<file path="config.mk">
export PLATFORM = sky130hd
export DESIGN_NAME = keypad_four_function_calculator_flat
export DESIGN_NICKNAME = d
export VERILOG_FILES = /design/src/rtl/kfc_pkg.sv /design/src/rtl/kfc_key_if.sv /design/src/rtl/kfc_res_if.sv /design/src/rtl/kfc_alu.sv /design/src/rtl/keypad_four_function_calculator.sv /design/src/flat_wrapper.sv
export VERILOG_INCLUDE_DIRS = /design/src /design/src/rtl
export SDC_FILE = /design/constraint.sdc
export NUM_CORES = 1
export LEC_CHECK = 0
export ABC_AREA = 1
export BUFFER_PORTS_ARGS = -buffer_cell sky130_fd_sc_hd__buf_2
export CAP_MARGIN = 30
export CELL_PAD_IN_SITES_DETAIL_PLACEMENT = 1
export CELL_PAD_IN_SITES_GLOBAL_PLACEMENT = 1
export CORE_MARGIN = 2
export CORE_UTILIZATION = 51
export CTS_CLUSTER_SIZE = 30
export DETAILED_ROUTE_END_ITERATION = 7
export GPL_TIMING_DRIVEN = 0
export HOLD_SLACK_MARGIN = 0.1
export PLACE_DENSITY = 0.88
export SYNTH_ARGS = -nofsm -noshare
export SYNTH_HDL_FRONTEND = slang
export SYNTH_HIERARCHICAL = 1
export SYNTH_SLANG_ARGS = --single-unit
</file>
<file path="constraint.sdc">
create_clock -name clk -period 5.35 [get_ports clk]
set_clock_uncertainty 0.05 [all_clocks]
set_input_delay 1.07 -clock clk [delete_from_list [all_inputs] [get_ports clk]]
set_output_delay 1.07 -clock clk [all_outputs]
set_load 0.02 [all_outputs]
</file>
<file path="src/rtl/assert_macros.svh">
// Assertion shorthands used by the calculator RTL.
`ifndef ASSERT_MACROS_SVH
`define ASSERT_MACROS_SVH

// The consequent must hold in the same cycle as the antecedent.
`define ASSERT_SAME(lbl, ante, cons, msg) \
  lbl: assert property (@(posedge clk) disable iff (rst) (ante) |-> (cons)) else $error(msg);

// The consequent must hold in the cycle after the antecedent.
`define ASSERT_NEXT(lbl, ante, cons, msg) \
  lbl: assert property (@(posedge clk) disable iff (rst) (ante) |=> (cons)) else $error(msg);

`endif

</file>
<file path="src/rtl/kfc_pkg.sv">
package kfc_pkg;

  localparam logic [7:0] KEY_CLEAR  = 8'd13;
  localparam logic [7:0] KEY_PLUS   = 8'h2B;
  localparam logic [7:0] KEY_MINUS  = 8'h2D;
  localparam logic [7:0] KEY_TIMES  = 8'h2A;
  localparam logic [7:0] KEY_DIVIDE = 8'h25;
  localparam logic [7:0] KEY_EQUALS = 8'h3D;
  localparam logic [7:0] DIGIT_BASE = 8'd10;

  localparam int unsigned STEP_W = 3;
  localparam logic [STEP_W-1:0] LAST_STEP = 3'd7;

  typedef enum logic [2:0] {
    OP_NONE = 3'd0,
    OP_ADD  = 3'd1,
    OP_SUB  = 3'd2,
    OP_MUL  = 3'd3,
    OP_DIV  = 3'd4
  } op_t;

  typedef enum logic [1:0] {
    ECHO_NONE  = 2'd0,
    ECHO_DIGIT = 2'd1,
    ECHO_CHAR  = 2'd2,
    ECHO_CLEAR = 2'd3
  } echo_t;

  typedef struct packed {
    logic       start;
    op_t        op;
    logic [7:0] a;
    logic [7:0] b;
  } alu_req_t;

  typedef struct packed {
    logic       done;
    logic [7:0] result;
  } alu_rsp_t;

  function automatic op_t op_of(input logic [7:0] key);
    op_t op;
    case (key)
      KEY_PLUS:   op = OP_ADD;
      KEY_MINUS:  op = OP_SUB;
      KEY_TIMES:  op = OP_MUL;
      KEY_DIVIDE: op = OP_DIV;
      default:    op = OP_NONE;
    endcase
    return op;
  endfunction

endpackage

</file>
<file path="src/rtl/kfc_key_if.sv">
interface kfc_key_if;
  logic       valid;
  logic       ready;
  logic [7:0] key_code;

  modport source (output valid, output key_code, input ready);
  modport sink (input valid, input key_code, output ready);
endinterface

</file>
<file path="src/rtl/kfc_res_if.sv">
interface kfc_res_if;
  logic       valid;
  logic       ready;
  logic [1:0] echo_kind;
  logic [7:0] echo_value;
  logic       result_valid;
  logic [7:0] result_value;
  logic       is_locked;

  modport source (
    output valid, output echo_kind, output echo_value, output result_valid,
    output result_value, output is_locked, input ready
  );
  modport sink (
    input valid, input echo_kind, input echo_value, input result_valid,
    input result_value, input is_locked, output ready
  );
endinterface

</file>
<file path="src/rtl/kfc_alu.sv">
module kfc_alu (
  input  logic              clk,
  input  logic              rst,
  input  kfc_pkg::alu_req_t req,
  output kfc_pkg::alu_rsp_t rsp
);
  import kfc_pkg::*;

  logic              busy;
  logic              done;
  op_t               op;
  logic [STEP_W-1:0] step;
  logic [7:0]        result;
  logic [7:0]        acc;
  logic [7:0]        mcand;
  logic [7:0]        mplier;
  logic [7:0]        rem;
  logic [7:0]        quo;
  logic [7:0]        dvsr;

  logic       done_next;
  logic [7:0] acc_next;
  logic [8:0] shifted;
  logic       fits;
  logic [8:0] diff;
  logic [7:0] rem_next;
  logic [7:0] quo_next;

  always_comb begin
    acc_next = mplier[0] ? acc + mcand : acc;
    shifted  = {rem, quo[7]};
    fits     = shifted >= {1'b0, dvsr};
    diff     = shifted - {1'b0, dvsr};
    rem_next = fits ? diff[7:0] : shifted[7:0];
    quo_next = {quo[6:0], fits};
    if (req.start) begin
      done_next = !(req.op == OP_MUL || (req.op == OP_DIV && req.b != '0));
    end else begin
      done_next = busy && (step == LAST_STEP);
    end
  end

  always_ff @(posedge clk) begin
    if (rst) begin
      busy <= 1'b0;
      done <= 1'b0;
      step <= '0;
    end else begin
      done <= done_next;
      if (req.start) begin
        op   <= req.op;
        step <= '0;
        case (req.op)
          OP_ADD: begin
            result <= req.a + req.b;
          end
          OP_SUB: begin
            result <= req.a - req.b;
          end
          OP_MUL: begin
            acc    <= '0;
            mcand  <= req.b;
            mplier <= req.a;
            busy   <= 1'b1;
          end
          OP_DIV: begin
            if (req.b == '0) begin
              result <= '0;
            end else begin
              rem  <= '0;
              quo  <= req.a;
              dvsr <= req.b;
              busy <= 1'b1;
            end
          end
          default: begin
            result <= req.a;
          end
        endcase
      end else if (busy) begin
        step <= step + 1'b1;
        if (op == OP_MUL) begin
          acc    <= acc_next;
          mcand  <= {mcand[6:0], 1'b0};
          mplier <= {1'b0, mplier[7:1]};
        end else begin
          rem <= rem_next;
          quo <= quo_next;
        end
        if (step == LAST_STEP) begin
          busy   <= 1'b0;
          result <= (op == OP_MUL) ? acc_next : quo_next;
        end
      end
    end
  end

  assign rsp.done   = done;
  assign rsp.result = result;

endmodule

</file>
<file path="src/rtl/keypad_four_function_calculator.sv">
// Keypad four-function calculator.
// key_chan carries one key code per word: digits 0 to 9, 13 for clear, and the
// ASCII characters + - * % = as operators. result_chan returns exactly one word
// per key with the echo, the result of an equals key and the lock flag.
// A key is taken only while the block is idle. Digits, clear, ignored keys and
// any key while locked go through the put state into the output register. An
// operator or equals key first applies the pending operation: directly when it
// is none, + or -, or a division by zero, and over the eight steps of the
// shared shift-add and restoring-divide unit for * or %. The block is ready
// again as the word enters the output register, so a key is taken only once
// the word of the last key has been put. The next key is taken even while the
// previous word still waits in the output register. If the receiver stalls, a
// finished word waits until the output register is free, and no key is taken
// meanwhile. After reset the operands are zero, no operator is pending, the
// first operand is being entered, and the block is unlocked and idle with an
// empty output register.
module keypad_four_function_calculator (
  input logic  clk,
  input logic  rst,
  kfc_key_if.sink   key_chan,
  kfc_res_if.source result_chan
);
  import kfc_pkg::*;

  `include "assert_macros.svh"

  typedef enum logic [2:0] {
    S_IDLE = 3'b001,
    S_CALC = 3'b010,
    S_PUT  = 3'b100
  } state_t;

  state_t state;
  state_t state_next;

  logic [7:0] key;
  logic [7:0] first_operand;
  logic [7:0] second_operand;
  op_t        pending_op;
  logic       entering_first;
  logic       entering_second;
  logic       locked;

  logic [7:0] first_operand_next;
  logic [7:0] second_operand_next;
  op_t        pending_op_next;
  logic       entering_first_next;
  logic       entering_second_next;
  logic       locked_next;

  logic       out_valid;
  echo_t      out_kind;
  logic [7:0] out_value;
  logic       out_rvalid;
  logic [7:0] out_rvalue;
  logic       out_locked;

  echo_t      kind_next;
  logic [7:0] value_next;
  logic       rvalid_next;
  logic [7:0] rvalue_next;

  alu_req_t alu_req;
  alu_rsp_t alu_rsp;

  logic       accept;
  logic       needs_alu;
  logic       put;
  logic [7:0] digit_op;
  logic [7:0] scaled;

  kfc_alu u_alu (
    .clk (clk),
    .rst (rst),
    .req (alu_req),
    .rsp (alu_rsp)
  );

  assign key_chan.ready = (state == S_IDLE);
  assign accept         = key_chan.valid && key_chan.ready;
  assign needs_alu      = !locked && key_chan.key_code != KEY_CLEAR &&
                          (key_chan.key_code == KEY_EQUALS ||
                           op_of(key_chan.key_code) != OP_NONE);
  assign put            = (state == S_PUT) && (!out_valid || result_chan.ready);

  assign alu_req.start = accept && needs_alu;
  assign alu_req.op    = pending_op;
  assign alu_req.a     = first_operand;
  assign alu_req.b     = second_operand;

  always_comb begin
    state_next = state;
    case (state)
      S_IDLE: begin
        if (accept) begin
          state_next = needs_alu ? S_CALC : S_PUT;
        end
      end
      S_CALC: begin
        if (alu_rsp.done) begin
          state_next = S_PUT;
        end
      end
      S_PUT: begin
        if (put) begin
          state_next = S_IDLE;
        end
      end
      default: state_next = S_IDLE;
    endcase
  end

  // Operand times ten plus the digit, wrapping at eight bits.
  assign digit_op = entering_first ? first_operand : second_operand;
  assign scaled   = {digit_op[4:0], 3'b000} + {digit_op[6:0], 1'b0} + key;

  always_comb begin
    first_operand_next   = first_operand;
    second_operand_next  = second_operand;
    pending_op_next      = pending_op;
    entering_first_next  = entering_first;
    entering_second_next = entering_second;
    locked_next          = locked;
    kind_next            = ECHO_NONE;
    value_next           = '0;
    rvalid_next          = 1'b0;
    rvalue_next          = '0;
    if (key == KEY_CLEAR) begin
      first_operand_next   = '0;
      second_operand_next  = '0;
      pending_op_next      = OP_NONE;
      entering_first_next  = 1'b1;
      entering_second_next = 1'b0;
      locked_next          = 1'b0;
      kind_next            = ECHO_CLEAR;
    end else if (locked) begin
      kind_next = ECHO_NONE;
    end else if (key < DIGIT_BASE) begin
      if (entering_first) begin
        first_operand_next = scaled;
        kind_next          = ECHO_DIGIT;
        value_next         = key;
      end else if (entering_second) begin
        second_operand_next = scaled;
        kind_next           = ECHO_DIGIT;
        value_next          = key;
      end
    end else begin
      kind_next  = ECHO_CHAR;
      value_next = key;
      if (key == KEY_EQUALS) begin
        rvalid_next          = 1'b1;
        rvalue_next          = alu_rsp.result;
        locked_next          = 1'b1;
        entering_first_next  = 1'b0;
        entering_second_next = 1'b0;
      end else if (op_of(key) != OP_NONE) begin
        first_operand_next   = alu_rsp.result;
        pending_op_next      = op_of(key);
        entering_first_next  = 1'b0;
        entering_second_next = 1'b1;
        second_operand_next  = '0;
      end
    end
  end

  always_ff @(posedge clk) begin
    if (rst) begin
      state           <= S_IDLE;
      first_operand   <= '0;
      second_operand  <= '0;
      pending_op      <= OP_NONE;
      entering_first  <= 1'b1;
      entering_second <= 1'b0;
      locked          <= 1'b0;
      out_valid       <= 1'b0;
    end else begin
      state <= state_next;
      if (accept) begin
        key <= key_chan.key_code;
      end
      if (put) begin
        first_operand   <= first_operand_next;
        second_operand  <= second_operand_next;
        pending_op      <= pending_op_next;
        entering_first  <= entering_first_next;
        entering_second <= entering_second_next;
        locked          <= locked_next;
        out_valid       <= 1'b1;
        out_kind        <= kind_next;
        out_value       <= value_next;
        out_rvalid      <= rvalid_next;
        out_rvalue      <= rvalue_next;
        out_locked      <= locked_next;
      end else if (out_valid && result_chan.ready) begin
        out_valid <= 1'b0;
      end
    end
  end

  assign result_chan.valid        = out_valid;
  assign result_chan.echo_kind    = out_kind;
  assign result_chan.echo_value   = out_value;
  assign result_chan.result_valid = out_rvalid;
  assign result_chan.result_value = out_rvalue;
  assign result_chan.is_locked    = out_locked;

  `ASSERT_NEXT(a_accept_leaves_idle, accept, state != S_IDLE,
    "accepted key did not leave the idle state")
  `ASSERT_SAME(a_done_only_in_calc, alu_rsp.done, state == S_CALC,
    "arithmetic unit finished outside the calculate state")
  `ASSERT_SAME(a_result_locks, out_valid && out_rvalid, out_locked,
    "result word without the lock flag")
  `ASSERT_NEXT(a_put_fills_output, put, out_valid,
    "finished word did not reach the output register")

endmodule
</file>
<file path="src/flat_wrapper.sv">
// flat-port wrapper written by rule: the top's interface ports become plain ports
module keypad_four_function_calculator_flat import kfc_pkg::*;
  (clk, rst, key_chan_valid, key_chan_key_code, key_chan_ready, result_chan_valid, result_chan_echo_kind, result_chan_echo_value, result_chan_result_valid, result_chan_result_value, result_chan_is_locked, result_chan_ready);
  kfc_key_if key_chan_i ();
  kfc_res_if result_chan_i ();
  input logic clk;
  input logic rst;
  input wire logic [$bits(key_chan_i.valid)-1:0] key_chan_valid;
  input wire logic [$bits(key_chan_i.key_code)-1:0] key_chan_key_code;
  output wire logic [$bits(key_chan_i.ready)-1:0] key_chan_ready;
  output wire logic [$bits(result_chan_i.valid)-1:0] result_chan_valid;
  output wire logic [$bits(result_chan_i.echo_kind)-1:0] result_chan_echo_kind;
  output wire logic [$bits(result_chan_i.echo_value)-1:0] result_chan_echo_value;
  output wire logic [$bits(result_chan_i.result_valid)-1:0] result_chan_result_valid;
  output wire logic [$bits(result_chan_i.result_value)-1:0] result_chan_result_value;
  output wire logic [$bits(result_chan_i.is_locked)-1:0] result_chan_is_locked;
  input wire logic [$bits(result_chan_i.ready)-1:0] result_chan_ready;
  assign key_chan_i.valid = key_chan_valid;
  assign key_chan_i.key_code = key_chan_key_code;
  assign key_chan_ready = key_chan_i.ready;
  assign result_chan_valid = result_chan_i.valid;
  assign result_chan_echo_kind = result_chan_i.echo_kind;
  assign result_chan_echo_value = result_chan_i.echo_value;
  assign result_chan_result_valid = result_chan_i.result_valid;
  assign result_chan_result_value = result_chan_i.result_value;
  assign result_chan_is_locked = result_chan_i.is_locked;
  assign result_chan_i.ready = result_chan_ready;
  keypad_four_function_calculator u_core (.clk(clk), .rst(rst), .key_chan(key_chan_i), .result_chan(result_chan_i));
endmodule
</file>
==> results.yml <==
placed_design:
  dp_slack_ns: 1.24
  dpl.hpwl_um: 15200
  portBuffers: 33
  gp_congestion: 0.974
  placed_area_um2: 7450
cts:
  postCtsSetupRepairBufs: 0
  cts.sinks: 118
  cts_buffers: 17
  postCtsResizedCells: 0
  clk-insertion-delay-late_ns: 0.42
  htreeDepth: 4
  ctsHoldBuffers: 0
  clkSlewWorstSetupHoldPaths_ns: 0.05
  root_buffer: "clkbuf_16"
  cts_tree: "built"
  cts_buffer_depth: 2
timing:
  max-slew-margin-rel: 0.340
  tightestPinTransition_ns: 0.989
  rsz0062_at_grt: "no"
  period_share: 0.697
  fmax_mhz: 268
  setup_tns_ns: 0
  hold_violations: 0
  slew_violations: 0
  finalSetupViolCount: 0
  setup_slack_ns: 1.62
  period_needed_ns: 3.73
critical_path:
  cp.required_ns: 5.34
  crit_type: "in2reg"
  critPathLaunchType: "input port"
  crit_arrival_ns: 3.72
  r2r_start: "u_core/locked"
  cp_max_fo: 16
  cp-startpoint: "key_chan_key_code[1]"
  cp-end-kind: "register"
global_routing:
  grtUsageTotal: 0.299
  grt_pass1_wl_um: 33300
  grt_overflow: 0
  antenna_found_initial: 0
  grt_pass1_vias: 6607
  use_met2: 0.543
  top_usage_layer: "met2"
  grt_max_degree: 21
  grt_use_met3: 0.0550
  grtUsageMet1: 0.344
final_layout:
  drive_gt1_frac: 0.136
  layout.nets: 975
  fin_area_um2: 8090
  n_fill_cell: 1648
  syn_to_final_growth_pct: 15.1
  regArea_um2: 3230
  multi_input_area_um2: 3210
  diodes: 0
power:
  intPower_uw: 1830
  p_leak_uw: 0.00382
  vdd_drop_max_uv: 178
  share_seq_of_total_power: 0.426
  p_sw_frac: 0.224
  combPwrFrac: 0.059
  pwr-share-clk: 0.515
  finalPower_uw: 2350
  p_switching_uw: 526
  powerDensity_nw_per_um2: 291
synth:
  synth-seq-cells: 118
  synth.avg_cell_area_um2: 8.11
  synth_top_family_by_area: "simple AND/OR/NAND/NOR gates"
  synth-adder-area-share: 0.0797
  synthMuxAreaShare: 0.00142
  synth-simple-area-share: 0.270
  synth_compound_area_frac: 0.0852
  synthXorXnorAreaFrac: 0.0187
  ys_types: 45
  yosysWarnings: 6
  yosysSeqAreaShare: 0.460
  synth_nets: 919
  syn_area_um2: 7030
  syn_inst: 867
floorplanning:
  die_w_um: 121
  die_area_um2: 14700
  start_util: 0.527
  io_pins: 34
  coreArea_um2: 13300
  die_h_um: 121
  row_count: 42
flow_run:
  max_cap_violations: 0
drt:
  routed_wl_um: 21200
  detail_route.wl_per_cell_um: 19.1
  viasPerCell: 5.55
  vias: 6177
  drcViolationCount: 0
  first_iter_violations: 446
  ant_nets: 0
  dr.pass1.iters: 5
hold_path:
  hold_class: "reg2reg"
  hp-start: "u_core/u_alu/step[1]"
outcome:
  status: "finished, final reports clean"
[cells in the final DEF, fill, tap and decap left out, drive strengths merged, types with 2 or more instances in the layout]
cell    instances
ha             32
dfxtp          31
o221ai          2
clkbuf         22
nand4           8
xor2           10
a31oi           2
nor2          114
nand2         231
clkinv          6
or2             7
o22ai           6
inv           142
fa              8
o21ai          53
a21boi          3
a21oi          41
bufinv          4
xnor2           5
nor3           12
nand3b          4
nand3          50
buf            49
a21o            2
edfxtp         87
[cell type report]
| type | instances | area share |
|---|---|---|
| clock inverters | 12 | 0.0217 |
| well taps | 176 | 0.0272 |
| clock buffers | 20 | 0.0552 |
| inverters | 140 | 0.0650 |
| multi-input cells | 595 | 0.397 |
| repair buffers | 37 | 0.0257 |
| plain buffers | 14 | 0.00912 |
| flip-flops and latches | 118 | 0.400 |
[critical path: stages]
cell and delay [ns]:
buf_2 0.11, inv_1 0.06, a21boi_0 0.11, nor4_1 0.53, nand4_1 0.23, inv_1 0.09
buf_2 0.21, inv_2 0.15, a21oi_1 0.27, nand2_1 0.11, nor2_2 0.75
[routing by layer]
layer,up-vias,part of all wire
met5,-,0
met4,0,0.026
met3,45,0.047
li1,2925,-
met1,3023,0.41
met2,184,0.52
[Yosys cell counts]
library cell	number	share of area
a21boi_0	3	0.0032
a21o_1	2	0.0021
a21oi_1	40	0.028
a21oi_2	1	0.0012
a22o_1	1	0.0012
a31oi_1	2	0.0018
and2_1	1	0.00089
buf_1	3	0.0016
buf_2	8	0.0057
buf_4	1	0.0011
buf_6	1	0.0016
clkbuf_1	1	0.00053
dfxtp_1	31	0.088
edfxtp_1	87	0.37
fa_1	8	0.023
ha_1	32	0.057
inv_1	127	0.068
inv_2	13	0.0069
mux2i_1	1	0.0014
nand2_1	214	0.11
nand2_2	9	0.0080
nand2_4	7	0.011
nand2_8	1	0.0028
nand3_1	49	0.035
nand3_2	1	0.0014
nand3b_1	4	0.0043
nand4_1	8	0.0071
nor2_1	108	0.058
nor2_2	2	0.0018
nor2_4	3	0.0048
nor2_8	1	0.0028
nor3_1	10	0.0071
nor3_2	1	0.0014
nor3_4	1	0.0023
nor4_1	1	0.00089
o21a_1	1	0.0011
o21ai_0	40	0.028
o21ai_1	12	0.0085
o21ai_2	1	0.0012
o221ai_1	2	0.0025
o22ai_1	6	0.0053
or2_0	1	0.00089
or2_2	6	0.0053
xnor2_1	5	0.0062
xor2_1	10	0.012
[power by group through the flow]
stage | logic, uW | registers (uW) | clock network, uW
finish | 138 | 1000 | 1210
global route | 152 | 1000 | 1260
CTS | 134 | 1000 | 1220
detailed placement | 130 | 1020 | 0
global placement | 121 | 1020 | 0
floorplan | 86.1 | 1020 | 0
[through the flow]
stage | utilization | cells | hold slack (ns)
2_1_floorplan | - | 867 | 0.390
3_3_place_gp | 0.556 | 1076 | 0.399
3_5_place_dp | 0.558 | 1078 | 0.438
4_1_cts | 0.604 | 1110 | 0.446
5_1_grt | 0.606 | 1112 | 0.464
6_report | 0.606 | 1112 | 0.441
[logic make-up (layout without fill, tap and decap cells)]
logic type,count (synthesis),count (layout)
AOI/OAI and AO/OA,111,111
xor gates and xnor gates,15,15
adders and majority gates,40,40
buffers and inverters,154,223
DFF,118,118
muxes,1,1
and+or+nand+nor,428,428
[worst paths after layout]
path / cells past startpoint / slack, ns / to
setup / recovery: 11 / 1.62 / u_core/u_alu/rem[2]
hold / removal: 2 / 0.44 / u_core/u_alu/step[1]
setup reg to reg: 10 / 1.90 / u_core/u_alu/rem[2]
hold reg to reg: 2 / 0.44 / u_core/u_alu/step[1]
Power figures use the tool's default switching activity.
